**src/design/tskvf_pkg.sv**
```systemverilog
package tskvf_pkg;

    localparam int unsigned ValueWidth = 32;
    localparam int unsigned ValueFrac  = 16;
    localparam int unsigned CovFrac    = 24;
    localparam int unsigned CovWidth   = 32;
    localparam int unsigned DtWidth    = 24;
    localparam int unsigned DtFrac     = 24;
    localparam int unsigned RegCount   = 5;
    localparam int unsigned AddrWidth  = 5;
    localparam int unsigned ProdWidth  = 66;
    localparam int unsigned AccWidth   = 68;
    localparam int unsigned DivWidth   = 58;

    localparam logic [AddrWidth-1:0] ADDR_Q_VELOCITY     = 5'd0;
    localparam logic [AddrWidth-1:0] ADDR_Q_ACCEL        = 5'd4;
    localparam logic [AddrWidth-1:0] ADDR_R_NOISE        = 5'd8;
    localparam logic [AddrWidth-1:0] ADDR_START_VELOCITY = 5'd12;
    localparam logic [AddrWidth-1:0] ADDR_START_ACCEL    = 5'd16;

    localparam logic [31:0] RESET_Q_VELOCITY = 32'd16777;
    localparam logic [31:0] RESET_Q_ACCEL    = 32'd16777;
    localparam logic [31:0] RESET_R_NOISE    = 32'd5033165;
    localparam logic signed [CovWidth-1:0] COV_ONE = CovWidth'(64'sd1 <<< CovFrac);

    typedef enum logic [3:0] {
        OP_IDLE,
        OP_LOAD,
        OP_REINIT,
        OP_MUL,
        OP_DIV,
        OP_PUBLISH
    } dp_op_t;

    typedef enum logic [4:0] {
        ST_A_DT,
        ST_AV_DT,
        ST_AA_DT,
        ST_FP01_DT,
        ST_VP,
        ST_P_ALL,
        ST_K0Y,
        ST_K1Y,
        ST_K0P00,
        ST_K0P01,
        ST_K1P00,
        ST_K1P01
    } mul_sel_t;

    typedef struct packed {
        dp_op_t   op;
        mul_sel_t sel;
        logic     div_start;
        logic     div_sel;
    } dp_cmd_t;

    typedef struct packed {
        logic div_done;
        logic reinit;
    } dp_status_t;

    function automatic logic signed [CovWidth-1:0] sat_cov(input logic signed [AccWidth-1:0] x);
        logic signed [AccWidth-1:0] hi;
        logic signed [AccWidth-1:0] lo;
        hi = AccWidth'((65'sd1 <<< (CovWidth - 1)) - 65'sd1);
        lo = -hi - AccWidth'(1);
        if (x > hi) return hi[CovWidth-1:0];
        if (x < lo) return lo[CovWidth-1:0];
        return x[CovWidth-1:0];
    endfunction

    function automatic logic signed [ValueWidth-1:0] sat_val(input logic signed [AccWidth-1:0] x);
        logic signed [AccWidth-1:0] hi;
        logic signed [AccWidth-1:0] lo;
        hi = AccWidth'((65'sd1 <<< (ValueWidth - 1)) - 65'sd1);
        lo = -hi - AccWidth'(1);
        if (x > hi) return hi[ValueWidth-1:0];
        if (x < lo) return lo[ValueWidth-1:0];
        return x[ValueWidth-1:0];
    endfunction

endpackage

```
**src/design/tskvf_control.sv**
```systemverilog
module tskvf_control (
    input  logic                  clk,
    input  logic                  rst_n,
    input  logic                  in_valid,
    output logic                  in_stall,
    output logic                  out_valid,
    input  logic                  out_stall,
    output tskvf_pkg::dp_cmd_t    cmd,
    input  tskvf_pkg::dp_status_t status
);
    import tskvf_pkg::*;

    typedef enum logic [2:0] {
        S_IDLE,
        S_DECIDE,
        S_PRED,
        S_DIV0,
        S_DIV1,
        S_CORR,
        S_PUB,
        S_OUT
    } state_t;

    state_t   state_reg;
    mul_sel_t step_reg;
    logic     wait_reg;

    assign in_stall = (state_reg != S_IDLE);

    always_comb
    begin
        cmd.op = OP_IDLE;
        cmd.sel = step_reg;
        cmd.div_start = 1'b0;
        cmd.div_sel = (state_reg == S_DIV1);
        case (state_reg)
            S_IDLE:   if (in_valid) cmd.op = OP_LOAD;
            S_DECIDE: if (status.reinit) cmd.op = OP_REINIT;
            S_PRED:   cmd.op = OP_MUL;
            S_DIV0:   cmd.div_start = !wait_reg;
            S_DIV1:   cmd.div_start = !wait_reg;
            S_CORR:   cmd.op = OP_MUL;
            S_PUB:    cmd.op = OP_PUBLISH;
            default:  cmd.op = OP_IDLE;
        endcase
    end

    always_ff @(posedge clk or negedge rst_n)
    begin
        if (!rst_n)
        begin
            state_reg <= S_IDLE;
            step_reg  <= ST_A_DT;
            wait_reg  <= 1'b0;
            out_valid <= 1'b0;
        end
        else
        begin
            case (state_reg)
                S_IDLE:
                    if (in_valid) state_reg <= S_DECIDE;
                S_DECIDE:
                begin
                    step_reg <= ST_A_DT;
                    state_reg <= status.reinit ? S_PUB : S_PRED;
                end
                S_PRED:
                begin
                    if (step_reg == ST_P_ALL)
                    begin
                        state_reg <= S_DIV0;
                        wait_reg <= 1'b0;
                    end
                    else step_reg <= mul_sel_t'(step_reg + 5'd1);
                end
                S_DIV0:
                begin
                    if (status.div_done)
                    begin
                        state_reg <= S_DIV1;
                        wait_reg <= 1'b0;
                    end
                    else wait_reg <= 1'b1;
                end
                S_DIV1:
                begin
                    wait_reg <= 1'b1;
                    if (status.div_done)
                    begin
                        state_reg <= S_CORR;
                        step_reg <= ST_K0Y;
                    end
                end
                S_CORR:
                begin
                    if (step_reg == ST_K1P01) state_reg <= S_PUB;
                    else step_reg <= mul_sel_t'(step_reg + 5'd1);
                end
                S_PUB:
                begin
                    state_reg <= S_OUT;
                    out_valid <= 1'b1;
                end
                S_OUT:
                    if (!out_stall)
                    begin
                        out_valid <= 1'b0;
                        state_reg <= S_IDLE;
                    end
                default: state_reg <= S_IDLE;
            endcase
        end
    end

    assert property (@(posedge clk) disable iff (!rst_n)
        out_valid |-> in_stall) else $error("word accepted while result pending");
    assert property (@(posedge clk) disable iff (!rst_n)
        (cmd.op == OP_LOAD) |=> (state_reg == S_DECIDE)) else $error("load lost");
    assert property (@(posedge clk) disable iff (!rst_n)
        (state_reg == S_PUB) |=> out_valid) else $error("publish without result");

endmodule

```
**config.mk**
```make
export PLATFORM = sky130hd
export DESIGN_NAME = tskvf_control
export DESIGN_NICKNAME = d
export VERILOG_FILES = /design/src/design/tskvf_pkg.sv /design/src/design/tskvf_control.sv
export SDC_FILE = /design/constraint.sdc
export NUM_CORES = 1
export LEC_CHECK = 0
export BUFFER_PORTS_ARGS = -buffer_cell sky130_fd_sc_hd__buf_2
export CORE_MARGIN = 2
export CORE_UTILIZATION = 30
export CTS_BUF_LIST = sky130_fd_sc_hd__clkbuf_2
export DETAILED_ROUTE_END_ITERATION = 12
export PLACE_DENSITY = 0.56
export SLEW_MARGIN = 20
export SYNTH_ARGS = -nofsm -noshare
export SYNTH_HDL_FRONTEND = slang
export SYNTH_SLANG_ARGS = --single-unit
```
**constraint.sdc**
```tcl
create_clock -name clk -period 2.3 [get_ports clk]
set_input_delay 0.345 -clock clk [delete_from_list [all_inputs] [get_ports clk]]
set_output_delay 0.345 -clock clk [all_outputs]
set_load 0.01 [all_outputs]
```
==> results of run 1 <==
==> stage by stage <==
stage,hold WS [ns],setup slack [ns]
after detailed placement,0.220,0.495
final,0.411,0.358
after floorplan,0.0494,0.568
after global placement,0.223,0.543
after CTS,0.408,0.326
after global routing,0.411,0.191
==> power groups by stage <==
stage / clock network [mW] / registers, mW / logic [mW]
floorplan: 0 / 0.360 / 0.487
global placement: 0 / 0.388 / 0.648
detailed placement: 0 / 0.391 / 0.644
CTS: 0.102 / 0.387 / 0.650
global route: 0.113 / 0.411 / 0.724
finish: 0.0967 / 0.386 / 0.644
==> worst paths after layout <==
path / endpoint / slack (ns) / depth (start not counted)
worst max-delay path: cmd[1] / 0.36 / 4
worst min-delay path: out_valid / 0.41 / 4
worst max register to register: step_reg[1] / 0.47 / 5
worst min register to register: out_valid / 0.48 / 1
max in group asynchronous: step_reg[4] / 1.65 / 2
min in group asynchronous: out_valid / 0.46 / 2
==> cells in the mapped netlist, types with 2 or more instances <==
cell | number | share of area
sky130_fd_sc_hd__a21o_1 | 2 | 0.020
sky130_fd_sc_hd__a21oi_1 | 5 | 0.034
sky130_fd_sc_hd__buf_2 | 3 | 0.020
sky130_fd_sc_hd__dfrtp_1 | 10 | 0.34
sky130_fd_sc_hd__ha_1 | 2 | 0.034
sky130_fd_sc_hd__inv_1 | 5 | 0.025
sky130_fd_sc_hd__nand2_1 | 5 | 0.025
sky130_fd_sc_hd__nand3_1 | 2 | 0.014
sky130_fd_sc_hd__nor2_1 | 7 | 0.036
sky130_fd_sc_hd__nor2b_1 | 3 | 0.025
sky130_fd_sc_hd__o21ai_0 | 4 | 0.027
sky130_fd_sc_hd__o21ai_1 | 2 | 0.014
sky130_fd_sc_hd__o2bb2ai_1 | 2 | 0.024
==> area by class of cell <==
| cell class | instances | share of cell area |
|---|---|---|
| Tap cell | 28 | 0.0405 |
| Inverter | 5 | 0.0217 |
| Timing Repair Buffer | 19 | 0.119 |
| Clock buffer | 3 | 0.0174 |
| Multi-Input combinational cell | 62 | 0.512 |
| Sequential cell | 10 | 0.289 |
==> per-layer routing <==
| metal | track usage | vias to the layer above | share of wire |
|---|---|---|---|
| met5 | 0 | - | 0 |
| met4 | 0.0513 | 0 | 0.018 |
| met3 | 0.0583 | 4 | 0.059 |
| met2 | 0.187 | 19 | 0.42 |
| met1 | 0.177 | 309 | 0.50 |
| li1 | - | 330 | - |
==> cell families (layout without fill, tap and decap cells) <==
family / Yosys count / after routing / share of synthesized area
adder cells (fa/ha/maj): 2 / 2 / 0.0339
buffers and inverters: 10 / 27 / 0.0610
other: 1 / 1 / 0.00508
AND/OR/NAND/NOR: 31 / 31 / 0.263
AO/OA/AOI/OAI: 25 / 25 / 0.236
flip-flops: 10 / 10 / 0.339
XOR/XNOR: 1 / 1 / 0.0119
multiplexers: 2 / 2 / 0.0508
==> repair_timing <==
item | in CTS | in global routing
hold buffers | 1 | 0
setup endpoints to repair | 0 | 0
hold endpoints to repair | 10 | 0
==> worst max-delay path, stage by stage, from the launching register on <==
cell                       delay [ns]
sky130_fd_sc_hd__dfrtp_1         0.66
sky130_fd_sc_hd__nor2b_1         0.26
sky130_fd_sc_hd__nand2b_1        0.14
sky130_fd_sc_hd__a21oi_1         0.14
sky130_fd_sc_hd__buf_2           0.14
==> run summary, run 1 <==
• 17 — number of cell rows
• 3 — number of clock buffers inserted by TritonCTS
• 1.00 — Async SR Flop Fraction
• 0.405 nW — leakage power of the design
• 0 — Detail Route Antenna Nets
• 0.515 GHz — top achievable clock speed
• 53.6 um — die height
• 18 — maximum fanout along the worst path
• 1.96 ns — required time of the worst setup path
• 1.60 ns — Arr. time, crit path
• 1.94 ns — post-layout minimum cycle time
• in -> reg — worst hold path class
• 0.844 — share of the cycle needed by the critical path after routing
• 17.1% — Area growth syn-to-layout
• 0 — count of antenna diodes in the layout
• output pin — crit end category
• 1300 mW/mm2 — Power Dens Cells
• 0.00228 mm2 — placeable core region
• 612 uW — internal power
• 840 um2 — standard cell area after detailed placement
• 82 — post-synthesis cell count
• 662 — total via count in the routed design
• 0.457 — switch share
• 19 — maximum number of pins on one net before global-route repair
• 12 — iteration-0 DRC count of the detailed router
• 443 um2 — area of the multi-input gates
• sky130_fd_sc_hd__dfrtp_1 — flip-flop cell with the highest count after synthesis
• 10 — number of sinks on the clock net
• 1 — H-tree depth reported by CTS
• 0.324 — Initial Utilization
• 0.10 ns — CTS clk-pin slew, worst paths
• state_reg[2] — worst setup path startpoint
• 0 — total congestion overflow after global routing
• 515 uW — switching pwr
• 0.380 — final core occ
• 0.086 — share of total power in the clock network
• 0.26 ns — latest clock arrival within the worst-skew pair
• 109 — Net count, final
• 0.00505 ns — Layout Skew
• 5.21 — via density per instance
• 865 um2 — area of all placed cells without fillers
• 0.571 — Gate power share
• 1190 um — half-perimeter wire length after detailed placement
• out_stall — Hold Path Origin
• 250 um2 — Sequential Area
• 0.339 — sequential share of the synthesized area
• 17 — number of input and output port buffers inserted
• sky130_fd_sc_hd__buf_2 — most common library cell in the layout ignoring fill and taps
• 0.889 — Placer Congestion
• 17 x sky130_fd_sc_hd__buf_2, 10 x sky130_fd_sc_hd__dfrtp_1, 7 x sky130_fd_sc_hd__nor2_1 — commonest non-fill, non-tap cells in the layout
• 43 — count of different cell masters after synthesis
• 0 — number of max-capacitance violations reported
• 123 — dpl cells
• 0.343 — portion of total power attributed to sequential cells
• 0 — endpoints failing hold
• 0.00287 mm2 — Die Outline Area
• sky130_fd_sc_hd__clkbuf_2 — cell at the root of the clock tree
• 0 ns — summed negative setup slack over all endpoints
• 53.6 um — Die Span X
• 0 — number of synthesis warnings
• 9.00 um2 — Post-Syn Area per Cell
• 19 — I/O pin total
• 0 — initial antenna violation count
• 240 — number of fillers in the final layout
• 1.13 mW — total power
• 0.133 — all-layer global routing usage
• 127 — non-filler instance count after layout
• 1580 um — overall routed net length
• step_reg[0] — launch point of the worst reg-to-reg path
• reg -> out — path type of the worst setup path
• 0 — Setup Viol. Count Final
• 0 — # Post-CTS Setup Buffers
• 4 — TritonRoute pass-1 iters
• 2720 um — global-route wire length before repair
• flop — Worst setup SP type
• 0 — number of enable flip-flop cells after synthesis
• 12.4 um — wire per inst
• 0.694 mV — worst ir drop on vdd
• 90 — net count after synthesis
• 0.283 — share of final-layout standard cells stronger than drive strength 1
• 0 — pins over their slew limit
• no — RSZ-0062 raised after global routing
• 0 — DR DRC count
• 0 — number of instances resized during post-cts repair
• 738 um2 — area of the mapped netlist
• yes — CTS tree
• 10 — synthesized flop and latch total
• 5 — flip-flop count of the largest register, all copies and words added
• 2 — maximum count of clock buffers along a single path
• finished, final reports clean — status
• 578 — vias in the first global route
(Power assumes the default switching activity.)
==> run 2, diff against run 1 <==
Clock period 2.3 ns to 2 ns, I/O delays scaled along.
==> run 2 against run 1 <==
Effect of this change: die area did not move; cell area rose by 1.2%; combinational power rose by 21%; critical endpoint unchanged.
==> run summary, run 2 (same netlist as run 1, synthesis figures left out) <==
• 668 — total via count in the routed design
• 875 um2 — area of all placed cells without fillers
• 0 — DR DRC count
• 1530 mW/mm2 — Power Dens Cells
• 18.5% — Area growth syn-to-layout
• 19 — I/O pin total
• 19 — maximum number of pins on one net before global-route repair
• 10 — maximum fanout along the worst path
• sky130_fd_sc_hd__dfrtp_2 — Crit-path slowest cell
• in -> reg — worst hold path class
• 17 x sky130_fd_sc_hd__buf_2, 8 x sky130_fd_sc_hd__dfrtp_1, 7 x sky130_fd_sc_hd__nor2_1 — commonest non-fill, non-tap cells in the layout
• 5.22 — via density per instance
• 2 — maximum count of clock buffers along a single path
• 0.384 — final core occ
• finished, final reports clean — status
• 0.310 — share of final-layout standard cells stronger than drive strength 1
• 0.50 ns — critical path's largest stage delay
• 0 — Detail Route Antenna Nets
• 13.8 um — wire per inst
• 1.57 ns — Arr. time, crit path
• output pin — crit end category
• 0.645 mV — worst ir drop on vdd
• 0.886 — Placer Congestion
• flip-flops — cell type group with the largest total delay on the critical path
• 5 — flip-flop count of the largest register, all copies and words added
• 0 — Setup Viol. Count Final
• 17 — number of cell rows
• sky130_fd_sc_hd__clkbuf_2 — cell at the root of the clock tree
• sky130_fd_sc_hd__buf_2 — most common library cell in the layout ignoring fill and taps
• 1280 um — half-perimeter wire length after detailed placement
• 0.408 nW — leakage power of the design
• buf_4 -> nor2b_1 -> nand2b_1 -> a21oi_1 -> buf_2 — CP Cell Sequence
• yes — CTS tree
• 1770 um — overall routed net length
• 17 — number of input and output port buffers inserted
• 0 — endpoints failing hold
• 0 ns — summed negative setup slack over all endpoints
• 0 — initial antenna violation count
• 619 uW — switching pwr
• 53.6 um — die height
• 0.11 ns — CTS clk-pin slew, worst paths
• 53.6 um — Die Span X
• 0.00287 mm2 — Die Outline Area
• 0 — total congestion overflow after global routing
• flop — Worst setup SP type
• reg -> out — path type of the worst setup path
• 124 — dpl cells
• 0 — number of max-capacitance violations reported
• 0.130 ns — worst setup margin
• 0.462 — switch share
• 2 — number of buffer and inverter stages on the critical path
• 1.70 ns — required time of the worst setup path
• 0 — count of antenna diodes in the layout
• 0 — pins over their slew limit
• 0.935 — share of the cycle needed by the critical path after routing
• 128 — non-filler instance count after layout
• 0.00228 mm2 — placeable core region
• 0.00966 ns — Layout Skew
• 1.87 ns — post-layout minimum cycle time
• 110 — Net count, final
• 10 — number of sinks on the clock net
• 0.088 — share of total power in the clock network
• 1.34 mW — total power
• 0.362 ns — worst hold-check slack
• 9 — iteration-0 DRC count of the detailed router
• 0.134 — all-layer global routing usage
• 0.535 GHz — top achievable clock speed
• 0.324 — Initial Utilization
• 4 — TritonRoute pass-1 iters
• 0.27 ns — latest clock arrival within the worst-skew pair
• 0.329 — portion of total power attributed to sequential cells
• 2700 um — global-route wire length before repair
• 847 um2 — standard cell area after detailed placement
• 595 — vias in the first global route
• 0.177 ns — Setup Slack @ Placement
• 3 — number of clock buffers inserted by TritonCTS
• 0 — # Post-CTS Setup Buffers
• 239 — number of fillers in the final layout
• 1 — H-tree depth reported by CTS
• 720 uW — internal power
• 0.583 — Gate power share
run 2: power groups by stage:
| stage | Sequential, mW | Combinational, mW | Clock, mW |
|---|---|---|---|
| floorplan | 0.414 | 0.560 | 0 |
| global placement | 0.433 | 0.774 | 0 |
| detailed placement | 0.436 | 0.775 | 0 |
| CTS | 0.434 | 0.780 | 0.120 |
| global route | 0.463 | 0.854 | 0.132 |
| finish | 0.440 | 0.780 | 0.118 |
run 2: tightest hold or removal path, delay by kind of cell:
kind            cells  cell delay (ns)
compound gates      1             0.10
simple gates        2             0.11
buf+inv             1             0.09
run 2: final cells by class:
cell class	instances	area (um2)	area share
repair buffers	20	110	0.126
well taps	28	35.0	0.0401
multi-input cells	62	443	0.506
flip-flops and latches	10	253	0.289
inverters	5	18.8	0.0215
clock buffers	3	15.0	0.0172
run 2: final timing paths:
kind,cells past startpoint,startpoint,endpoint,slack (ns)
setup / recovery,5,state_reg[0],cmd[1],0.13
hold / removal,4,out_stall,out_valid,0.36
setup reg to reg,5,step_reg[0],step_reg[1],0.15
hold reg to reg,1,out_valid,out_valid,0.49
max in group asynchronous,2,rst_n,state_reg[0],1.38
min in group asynchronous,2,rst_n,out_valid,0.41
run 2: routing by layer:
metal | vias up | global-route usage | wire (um)
li1 | 330 | - | -
met1 | 317 | 0.171 | 804
met2 | 21 | 0.212 | 842
met3 | 0 | 0.0583 | 119
met4 | 0 | 0.0256 | 0
met5 | - | 0 | 0
run 2: repair_timing:
item / in CTS / in global routing
hold buffers: 1 / 0
resized for setup: 0 / 2
endpoints found under the setup margin: 0 / 2
hold endpoints to repair: 10 / 0
